<file path="src/rtl/gsf_pkg.sv">
// ----------------------------------------------------------------------------
// gsf_pkg: shared types and constants of the gzip stored-stream framer
// Holds the descriptor handed from the item processor to the byte emitter,
// the stored-block size limit and the CRC-32 constants.
// ----------------------------------------------------------------------------
package gsf_pkg;

    // Largest LEN of one stored DEFLATE block
    localparam logic [15:0] MAX_BLOCK = 16'd65535;

    // Reflected CRC-32
    localparam logic [31:0] CRC_POLY = 32'hEDB8_8320;
    localparam logic [31:0] CRC_INIT = 32'hFFFF_FFFF;

    // gzip header constants
    localparam logic [7:0] GZ_ID1 = 8'h1F;
    localparam logic [7:0] GZ_ID2 = 8'h8B;
    localparam logic [7:0] GZ_CM  = 8'h08;

    localparam logic [7:0] OS_CODE_RESET = 8'h03;

    // Everything the emitter needs to play out the bytes of one request
    typedef struct packed {
        logic        has_hdr;    // 10-byte gzip header
        logic        has_blk;    // 5-byte stored block header
        logic        has_data;   // one data byte (also the stray-byte slot)
        logic        has_ftr;    // CRC and ISIZE
        logic        err;        // stray data byte
        logic        blk_final;
        logic [15:0] blk_len;
        logic [7:0]  data;
        logic [7:0]  os;
        logic [31:0] crc_out;
        logic [31:0] isize;
    } gsf_desc_t;

endpackage

</file>
<file path="src/rtl/gsf_proc.sv">
// ----------------------------------------------------------------------------
// gsf_proc: stream state and per-request decode
// Keeps CRC, byte and block counters and the OS code register; turns one
// request into an emit descriptor and updates state when it is loaded.
// ----------------------------------------------------------------------------
module gsf_proc
(
    input  logic                clk,
    input  logic                rst_n,
    input  logic                cfg_we,
    input  logic [7:0]          cfg_wdata,
    input  logic                load,
    input  logic                item_func,
    input  logic [7:0]          item_data,
    input  logic [31:0]         item_len,
    output gsf_pkg::gsf_desc_t  desc
);

    logic [31:0] crc_reg, crc_next;
    logic [31:0] bytes_left_reg, bytes_left_next;
    logic [15:0] block_left_reg, block_left_next;
    logic [31:0] total_length_reg, total_length_next;
    logic        open_reg, open_next;
    logic [7:0]  os_code_reg;

    logic [31:0] crc_upd;
    logic [15:0] blk_len;
    logic [15:0] blk_cur;
    logic [31:0] left_dec;
    logic        fits;

    function automatic logic [31:0] crc_byte(input logic [31:0] c_in, input logic [7:0] b);
        logic [31:0] c;
        c = c_in ^ {24'd0, b};
        for (int k = 0; k < 8; k++)
        begin
            c = c[0] ? (gsf_pkg::CRC_POLY ^ (c >> 1)) : (c >> 1);
        end
        return c;
    endfunction

    assign crc_upd  = crc_byte(crc_reg, item_data);
    assign fits     = (bytes_left_reg <= {16'd0, gsf_pkg::MAX_BLOCK});
    assign blk_len  = fits ? bytes_left_reg[15:0] : gsf_pkg::MAX_BLOCK;
    assign blk_cur  = (block_left_reg == 16'd0) ? blk_len : block_left_reg;
    assign left_dec = bytes_left_reg - 32'd1;

    always_comb
    begin
        crc_next          = crc_reg;
        bytes_left_next   = bytes_left_reg;
        block_left_next   = block_left_reg;
        total_length_next = total_length_reg;
        open_next         = open_reg;

        desc           = '0;
        desc.os        = os_code_reg;
        desc.isize     = total_length_reg;
        desc.data      = item_data;

        if (!item_func)
        begin
            // start: header, and for an empty stream a final empty block plus footer
            crc_next          = gsf_pkg::CRC_INIT;
            total_length_next = item_len;
            bytes_left_next   = item_len;
            block_left_next   = 16'd0;
            open_next         = (item_len != 32'd0);
            desc.has_hdr      = 1'b1;
            desc.has_blk      = (item_len == 32'd0);
            desc.has_ftr      = (item_len == 32'd0);
            desc.blk_final    = 1'b1;
            desc.blk_len      = 16'd0;
            desc.crc_out      = 32'd0;
            desc.isize        = 32'd0;
        end
        else if (!open_reg || bytes_left_reg == 32'd0)
        begin
            // stray byte: one zero byte flagged as error, state untouched
            desc.has_data = 1'b1;
            desc.err      = 1'b1;
            desc.data     = 8'h00;
        end
        else
        begin
            desc.has_data   = 1'b1;
            desc.has_blk    = (block_left_reg == 16'd0);
            desc.blk_final  = fits;
            desc.blk_len    = blk_len;
            desc.crc_out    = crc_upd ^ gsf_pkg::CRC_INIT;
            desc.has_ftr    = (left_dec == 32'd0);
            crc_next        = crc_upd;
            bytes_left_next = left_dec;
            block_left_next = blk_cur - 16'd1;
            if (left_dec == 32'd0)
            begin
                open_next       = 1'b0;
                block_left_next = 16'd0;
            end
        end
    end

    always_ff @(posedge clk or negedge rst_n)
    begin
        if (!rst_n)
        begin
            crc_reg          <= gsf_pkg::CRC_INIT;
            bytes_left_reg   <= 32'd0;
            block_left_reg   <= 16'd0;
            total_length_reg <= 32'd0;
            open_reg         <= 1'b0;
            os_code_reg      <= gsf_pkg::OS_CODE_RESET;
        end
        else
        begin
            if (cfg_we)
            begin
                os_code_reg <= cfg_wdata;
            end
            if (load)
            begin
                crc_reg          <= crc_next;
                bytes_left_reg   <= bytes_left_next;
                block_left_reg   <= block_left_next;
                total_length_reg <= total_length_next;
                open_reg         <= open_next;
            end
        end
    end

endmodule

</file>
<file path="src/rtl/gsf_emit.sv">
// ----------------------------------------------------------------------------
// gsf_emit: byte sequencer and output register
// Walks the slots of one descriptor (header, block header, data, footer),
// skipping absent sections, one byte per accepted output cycle.
// ----------------------------------------------------------------------------
module gsf_emit
(
    input  logic                clk,
    input  logic                rst_n,
    input  logic                load,
    input  gsf_pkg::gsf_desc_t  desc_in,
    output logic                free,
    output logic                m_tvalid,
    input  logic                m_tready,
    output logic [7:0]          m_tdata,
    output logic                m_tlast,
    output logic [1:0]          m_tuser
);

    localparam logic [4:0] POS_ID1    = 5'd0;
    localparam logic [4:0] POS_ID2    = 5'd1;
    localparam logic [4:0] POS_CM     = 5'd2;
    localparam logic [4:0] POS_FLG    = 5'd3;
    localparam logic [4:0] POS_MT0    = 5'd4;
    localparam logic [4:0] POS_MT1    = 5'd5;
    localparam logic [4:0] POS_MT2    = 5'd6;
    localparam logic [4:0] POS_MT3    = 5'd7;
    localparam logic [4:0] POS_XFL    = 5'd8;
    localparam logic [4:0] POS_OS     = 5'd9;
    localparam logic [4:0] POS_BFLAG  = 5'd10;
    localparam logic [4:0] POS_LEN0   = 5'd11;
    localparam logic [4:0] POS_LEN1   = 5'd12;
    localparam logic [4:0] POS_NLEN0  = 5'd13;
    localparam logic [4:0] POS_NLEN1  = 5'd14;
    localparam logic [4:0] POS_DATA   = 5'd15;
    localparam logic [4:0] POS_CRC0   = 5'd16;
    localparam logic [4:0] POS_CRC1   = 5'd17;
    localparam logic [4:0] POS_CRC2   = 5'd18;
    localparam logic [4:0] POS_CRC3   = 5'd19;
    localparam logic [4:0] POS_ISZ0   = 5'd20;
    localparam logic [4:0] POS_ISZ1   = 5'd21;
    localparam logic [4:0] POS_ISZ2   = 5'd22;
    localparam logic [4:0] POS_ISZ3   = 5'd23;

    gsf_pkg::gsf_desc_t desc_reg;
    logic [4:0]  pos_reg, pos_next;
    logic        busy_reg, busy_next;
    logic        out_valid_reg, out_valid_next;
    logic [7:0]  out_byte_reg;
    logic        out_last_reg;
    logic        out_end_reg;
    logic        out_err_reg;

    logic        out_load;
    logic        more;
    logic [4:0]  step_pos;
    logic [7:0]  byte_sel;
    logic [15:0] nlen;

    function automatic logic [4:0] first_pos(input gsf_pkg::gsf_desc_t d);
        priority if (d.has_hdr)      return POS_ID1;
        else if (d.has_blk)          return POS_BFLAG;
        else                         return POS_DATA;
    endfunction

    // {more, next slot} after the current slot
    always_comb
    begin
        more     = 1'b1;
        step_pos = pos_reg + 5'd1;
        priority if (pos_reg == POS_OS)
        begin
            priority if (desc_reg.has_blk)       step_pos = POS_BFLAG;
            else if (desc_reg.has_data)          step_pos = POS_DATA;
            else if (desc_reg.has_ftr)           step_pos = POS_CRC0;
            else                                 more     = 1'b0;
        end
        else if (pos_reg == POS_NLEN1)
        begin
            priority if (desc_reg.has_data)      step_pos = POS_DATA;
            else if (desc_reg.has_ftr)           step_pos = POS_CRC0;
            else                                 more     = 1'b0;
        end
        else if (pos_reg == POS_DATA)
        begin
            if (desc_reg.has_ftr)
            begin
                step_pos = POS_CRC0;
            end
            else
            begin
                more = 1'b0;
            end
        end
        else if (pos_reg == POS_ISZ3)
        begin
            more = 1'b0;
        end
        else
        begin
            more = 1'b1;
        end
    end

    assign nlen = ~desc_reg.blk_len;

    always_comb
    begin
        unique case (pos_reg)
            POS_ID1:   byte_sel = gsf_pkg::GZ_ID1;
            POS_ID2:   byte_sel = gsf_pkg::GZ_ID2;
            POS_CM:    byte_sel = gsf_pkg::GZ_CM;
            POS_FLG, POS_MT0, POS_MT1, POS_MT2, POS_MT3, POS_XFL:
                       byte_sel = 8'h00;
            POS_OS:    byte_sel = desc_reg.os;
            POS_BFLAG: byte_sel = {7'd0, desc_reg.blk_final};
            POS_LEN0:  byte_sel = desc_reg.blk_len[7:0];
            POS_LEN1:  byte_sel = desc_reg.blk_len[15:8];
            POS_NLEN0: byte_sel = nlen[7:0];
            POS_NLEN1: byte_sel = nlen[15:8];
            POS_DATA:  byte_sel = desc_reg.data;
            POS_CRC0:  byte_sel = desc_reg.crc_out[7:0];
            POS_CRC1:  byte_sel = desc_reg.crc_out[15:8];
            POS_CRC2:  byte_sel = desc_reg.crc_out[23:16];
            POS_CRC3:  byte_sel = desc_reg.crc_out[31:24];
            POS_ISZ0:  byte_sel = desc_reg.isize[7:0];
            POS_ISZ1:  byte_sel = desc_reg.isize[15:8];
            POS_ISZ2:  byte_sel = desc_reg.isize[23:16];
            POS_ISZ3:  byte_sel = desc_reg.isize[31:24];
            default:   byte_sel = 8'h00;
        endcase
    end

    assign out_load = busy_reg && (!out_valid_reg || m_tready);
    assign free     = !busy_reg || (out_load && !more);

    always_comb
    begin
        busy_next = busy_reg;
        pos_next  = pos_reg;
        if (load)
        begin
            busy_next = 1'b1;
            pos_next  = first_pos(desc_in);
        end
        else if (out_load)
        begin
            busy_next = more;
            pos_next  = step_pos;
        end

        out_valid_next = out_valid_reg;
        if (out_load)
        begin
            out_valid_next = 1'b1;
        end
        else if (m_tready)
        begin
            out_valid_next = 1'b0;
        end
    end

    always_ff @(posedge clk or negedge rst_n)
    begin
        if (!rst_n)
        begin
            busy_reg      <= 1'b0;
            pos_reg       <= POS_ID1;
            out_valid_reg <= 1'b0;
        end
        else
        begin
            busy_reg      <= busy_next;
            pos_reg       <= pos_next;
            out_valid_reg <= out_valid_next;
        end
    end

    always_ff @(posedge clk)
    begin
        if (load)
        begin
            desc_reg <= desc_in;
        end
        if (out_load)
        begin
            out_byte_reg <= byte_sel;
            out_last_reg <= !more;
            out_end_reg  <= (pos_reg == POS_ISZ3);
            out_err_reg  <= desc_reg.err;
        end
    end

    assign m_tvalid = out_valid_reg;
    assign m_tdata  = out_byte_reg;
    assign m_tlast  = out_last_reg;
    assign m_tuser  = {out_err_reg, out_end_reg};

endmodule

</file>
<file path="src/rtl/gzip_stored_stream_framer_core.sv">
// ----------------------------------------------------------------------------
// gzip_stored_stream_framer_core: gzip framer over stored DEFLATE blocks
// Wraps a stream of raw bytes as a gzip file with CRC-32 and ISIZE footer.
// ----------------------------------------------------------------------------
// Path: a request passes the input register, then the descriptor register,
//   then the output register before its first byte appears on m_tdata.
// Throughput: one byte per cycle while m_tready is high; a request holds the
//   emitter until all its bytes are out: 1 for a plain data byte, 6 at a block
//   start, 9 or 14 at stream end, 10 for a start, 23 for an empty stream.
// Reset (rst_n low, asynchronous): all channels empty, no stream open, CRC at
//   all ones, OS code 3.
// ----------------------------------------------------------------------------
module gzip_stored_stream_framer_core
(
    input  logic        clk,
    input  logic        rst_n,

    // configuration: OS code byte of the gzip header
    input  logic        cfg_we,
    input  logic [7:0]  cfg_wdata,

    // request channel
    input  logic        s_tvalid,
    output logic        s_tready,
    input  logic [39:0] s_tdata,    // [7:0] data_byte, [39:8] stream_length
    input  logic        s_tuser,    // [0] func: 0 start of stream, 1 data byte

    // gzip byte channel
    output logic        m_tvalid,
    input  logic        m_tready,
    output logic [7:0]  m_tdata,    // [7:0] out_byte
    output logic        m_tlast,    // last byte caused by one request
    output logic [1:0]  m_tuser     // [0] stream_end, [1] error
);

    // Input register: hold one request until the emitter can take its bytes
    logic        item_valid_reg, item_valid_next;
    logic        item_func_reg;
    logic [7:0]  item_data_reg;
    logic [31:0] item_len_reg;

    logic               emit_free;
    logic               desc_load;
    gsf_pkg::gsf_desc_t desc;

    // Load the held request into the emitter once it is idle or the previous
    // request's last byte enters the output register; state advances on the same edge.
    assign desc_load = item_valid_reg && emit_free;
    assign s_tready  = !item_valid_reg || desc_load;

    always_comb
    begin
        item_valid_next = item_valid_reg;
        if (s_tvalid && s_tready)
        begin
            item_valid_next = 1'b1;
        end
        else if (desc_load)
        begin
            item_valid_next = 1'b0;
        end
    end

    always_ff @(posedge clk or negedge rst_n)
    begin
        if (!rst_n)
        begin
            item_valid_reg <= 1'b0;
        end
        else
        begin
            item_valid_reg <= item_valid_next;
        end
    end

    always_ff @(posedge clk)
    begin
        if (s_tvalid && s_tready)
        begin
            item_func_reg <= s_tuser;
            item_data_reg <= s_tdata[7:0];
            item_len_reg  <= s_tdata[39:8];
        end
    end

    // Decode the request against stream state (CRC, counters, OS code)
    gsf_proc u_proc
    (
        .clk       (clk),
        .rst_n     (rst_n),
        .cfg_we    (cfg_we),
        .cfg_wdata (cfg_wdata),
        .load      (desc_load),
        .item_func (item_func_reg),
        .item_data (item_data_reg),
        .item_len  (item_len_reg),
        .desc      (desc)
    );

    // Play out header, block header, data and footer bytes
    gsf_emit u_emit
    (
        .clk      (clk),
        .rst_n    (rst_n),
        .load     (desc_load),
        .desc_in  (desc),
        .free     (emit_free),
        .m_tvalid (m_tvalid),
        .m_tready (m_tready),
        .m_tdata  (m_tdata),
        .m_tlast  (m_tlast),
        .m_tuser  (m_tuser)
    );

endmodule

</file>
<file path="config.mk">
export PLATFORM = sky130hd
export DESIGN_NAME = gzip_stored_stream_framer_core
export DESIGN_NICKNAME = d
export VERILOG_FILES = /design/src/rtl/gsf_pkg.sv /design/src/rtl/gsf_proc.sv /design/src/rtl/gsf_emit.sv /design/src/rtl/gzip_stored_stream_framer_core.sv
export SDC_FILE = /design/constraint.sdc
export NUM_CORES = 1
export LEC_CHECK = 0
export BUFFER_PORTS_ARGS = -buffer_cell sky130_fd_sc_hd__buf_2
export CAP_MARGIN = 10
export CORE_UTILIZATION = 25
export DETAILED_ROUTE_END_ITERATION = 16
export PLACE_DENSITY_LB_ADDON = 0.25
export SLEW_MARGIN = 20
export SYNTH_ARGS = -nofsm -noshare
export SYNTH_HDL_FRONTEND = slang
export SYNTH_SLANG_ARGS = --single-unit
export TNS_END_PERCENT = 20
</file>
<file path="constraint.sdc">
create_clock -name clk -period 6.05 [get_ports clk]
set_input_delay 1.815 -clock clk [delete_from_list [all_inputs] [get_ports clk]]
set_output_delay 1.815 -clock clk [all_outputs]
set_load 0.02 [all_outputs]
</file>
==> out/qor.yml <==
status:
  status: "finished, final reports clean"
drt:
  vias: 10260
  ant_nets: 0
  drtIter0Drc: 879
  wl_per_cell_um: 20.33
  drtPass1Iterations: 5
  drc: 0
  wirelength_um: 42030
  vias_per_cell: 4.964
synth:
  ys_seq_area_share_pct: 57.36
  async_flop_share_pct: 45.74
  syn_nets: 1372
  synth-edff-count: 153
  yosys_warnings: 0
  synth-main-ff-cell: "edfxtp_1"
  synth.distinct_cells: 76
  avgSynthCellArea_um2: 10.47
  netlist_area_um2: 13710
  synthCells: 1310
  ys_ff_latch: 282
job:
  max-cap-violations: 0
sta:
  rsz0062_at_grt: "no"
  hold_viol_final: 0
  tightestPinTransition_ps: 964.7
  fmax_mhz: 187.6
  final_max_slew_viol_count: 0
  slew_headroom_pct: 35.15
  setup_viol: 0
  holdWs_ps: 422.4
  finalCriticalPeriod_ps: 5330
  clock_skew_ps: 18.72
  fin_crit_sh_pct: 88.10
  finalSetupTns_ps: 0
floorplan:
  fp.dieH_um: 236.2
  rows: 85
  die-area_um2: 55790
  start_util_pct: 25.38
  core_um2: 54030
  fp.dieW_um: 236.2
  ios: 67
cts:
  cts_buffer_depth: 3
  root_buffer: "clkbuf_16"
  clock-sinks: 282
  hold_buffers: 0
  cts_buffers: 34
  post_cts_resized: 0
  cts_max_level: 2
  clk_pin_slew_ps: 60
  cts_tree: "yes"
  clock_latency_ps: 550
  cts_setup_buffers: 0
layout:
  layout-drive-gt1-share_pct: 15.17
  stdcell_area_um2: 15780
  nNetsFinal: 1407
  nFillCells: 5645
  final_cell_mix: "edfxtp_1 (153), nand2_1 (149), nor2_1 (147)"
  largest_reg_flops: 101
  diodes: 0
  area_growth_pct: 15.07
  final_common_cell: "edfxtp_1"
  instances_no_fill: 2067
grt:
  grt_overflow: 0
  grtUsageTotal_pct: 15.07
  antenna_found_initial: 0
  grt_pass1_wl_um: 63870
  grt_max_degree: 104
  grt_pass1_vias: 9843
min_path:
  hp-class: "reg -> reg"
  hp-start: "u_emit.desc_reg[97]"
power:
  ir_drop_v: 0.0002674
  p_leak_nw: 5.939
  powerDensity_nw_per_um2: 508.1
  power.total_w: 0.008016
place:
  dpl_cell_area_um2: 14750
  hpwl_um: 29300
  io_buffers: 66
  gp_congestion: 0.8349
  dp_cells: 2005
setup_path:
  crit_required_ps: 4240
  critPathMaxFanout: 27
  cp_slowest_cell: "dfrtp_1"
  r2r_start: "u_emit.pos_reg[2]"
  startpoint_type: "register"
  max_stage_delay_ps: 880
  critPathCaptureType: "output pin"
  crit_chain: "inv_1 -> nor3_1 -> ha_1 -> inv_1 -> o311ai_1 -> a21boi_0 -> nand2_1 -> buf_2"
  timing.critical_path.buf_inv: 3
  criticalPathCategory: "reg -> out"
  timing.critical_path.from: "u_emit.pos_reg[2]"
  cp_top_family: "flip-flops"
  worstPathArrival_ps: 3510
  cpMostUsedCell: "inv_1"
-- per-stage QoR --
stage / setup slack [ps] / util, %
2_1_floorplan: 11.56 / -
3_3_place_gp: 1314 / 27.29
3_5_place_dp: 1278 / 27.29
4_1_cts: 679.3 / 29.20
5_1_grt: 375.7 / 29.20
6_report: 720.2 / 29.20
-- cell usage after synthesis, types with 4 or more instances --
library cell / number / area (um^2)
a31oi_1: 39 / 244.0
dfrtp_1: 95 / 2377
nor2b_1: 12 / 75.07
mux2i_1: 12 / 120.1
mux2_2: 10 / 112.6
or3_1: 7 / 43.79
buf_2: 9 / 45.04
a221oi_1: 16 / 140.1
and3_1: 25 / 156.4
or2_2: 4 / 25.02
inv_1: 28 / 105.1
dfstp_2: 34 / 893.4
o211ai_1: 6 / 45.04
xnor2_1: 61 / 534.3
a221o_1: 5 / 50.05
o31ai_1: 5 / 37.54
nand4_1: 17 / 106.4
ha_1: 8 / 100.1
a2111oi_0: 4 / 35.03
o22ai_1: 41 / 256.5
a31o_2: 5 / 43.79
and2_1: 43 / 269.0
nor2_1: 149 / 559.3
nand2_1: 150 / 563.0
xor2_1: 16 / 140.1
nand2b_1: 7 / 43.79
nor3_1: 27 / 135.1
nand3_1: 33 / 165.2
a22oi_1: 16 / 120.1
clkbuf_1: 71 / 266.5
o21ai_0: 44 / 220.2
edfxtp_1: 153 / 4594
a21oi_1: 81 / 405.4
nor4_1: 17 / 106.4
or4_1: 6 / 45.04
-- final cells by class --
| type | instances | area (um^2) | share of cell area (%) |
|---|---|---|---|
| flip-flops and latches | 282 | 7865 | 49.85 |
| clock inverters | 10 | 73.82 | 0.4679 |
| well taps | 696 | 870.8 | 5.519 |
| repair buffers | 84 | 484.2 | 3.069 |
| multi-input cells | 914 | 5411 | 34.30 |
| clock buffers | 52 | 958.4 | 6.075 |
| inverters | 29 | 113.9 | 0.7216 |
-- kinds of logic after synthesis --
family / after synthesis / synth area share [%]
and+or+nand+nor: 518 / 18.53
AOI/OAI and AO/OA: 288 / 13.28
DFF: 282 / 57.36
buffers and inverters: 114 / 3.367
xor gates and xnor gates: 78 / 5.037
muxes: 22 / 1.697
adders and majority gates: 8 / 0.7300
-- layer usage --
layer | GRT usage, % | share of wire (%)
met1 | 21.19 | 46
met2 | 23.70 | 46
met3 | 2.411 | 5.3
met4 | 4.565 | 2.3
met5 | 0 | 0
-- path summary, 6_finish.rpt --
| kind | slack, ps | cells past startpoint | end |
|---|---|---|---|
| max reg2reg | 1810 | 11 | u_proc.bytes_left_reg[6] |
| min in group asynchronous | 1270 | 1 | u_proc.block_left_reg[15] |
| min reg2reg | 420 | 0 | u_emit.out_err_reg |
| min | 420 | 0 | u_emit.out_err_reg |
| max in group asynchronous | 3780 | 2 | u_proc.os_code_reg[0] |
| max | 720 | 8 | s_tready |
-- report_power, final --
group | internal (W) | switching, W | total (W)
registers | 0.00260 | 0.000363 | 0.00296
clock network | 0.00110 | 0.000835 | 0.00194
logic | 0.00124 | 0.00188 | 0.00312
Note: power is estimated with default switching activity, not from simulation.
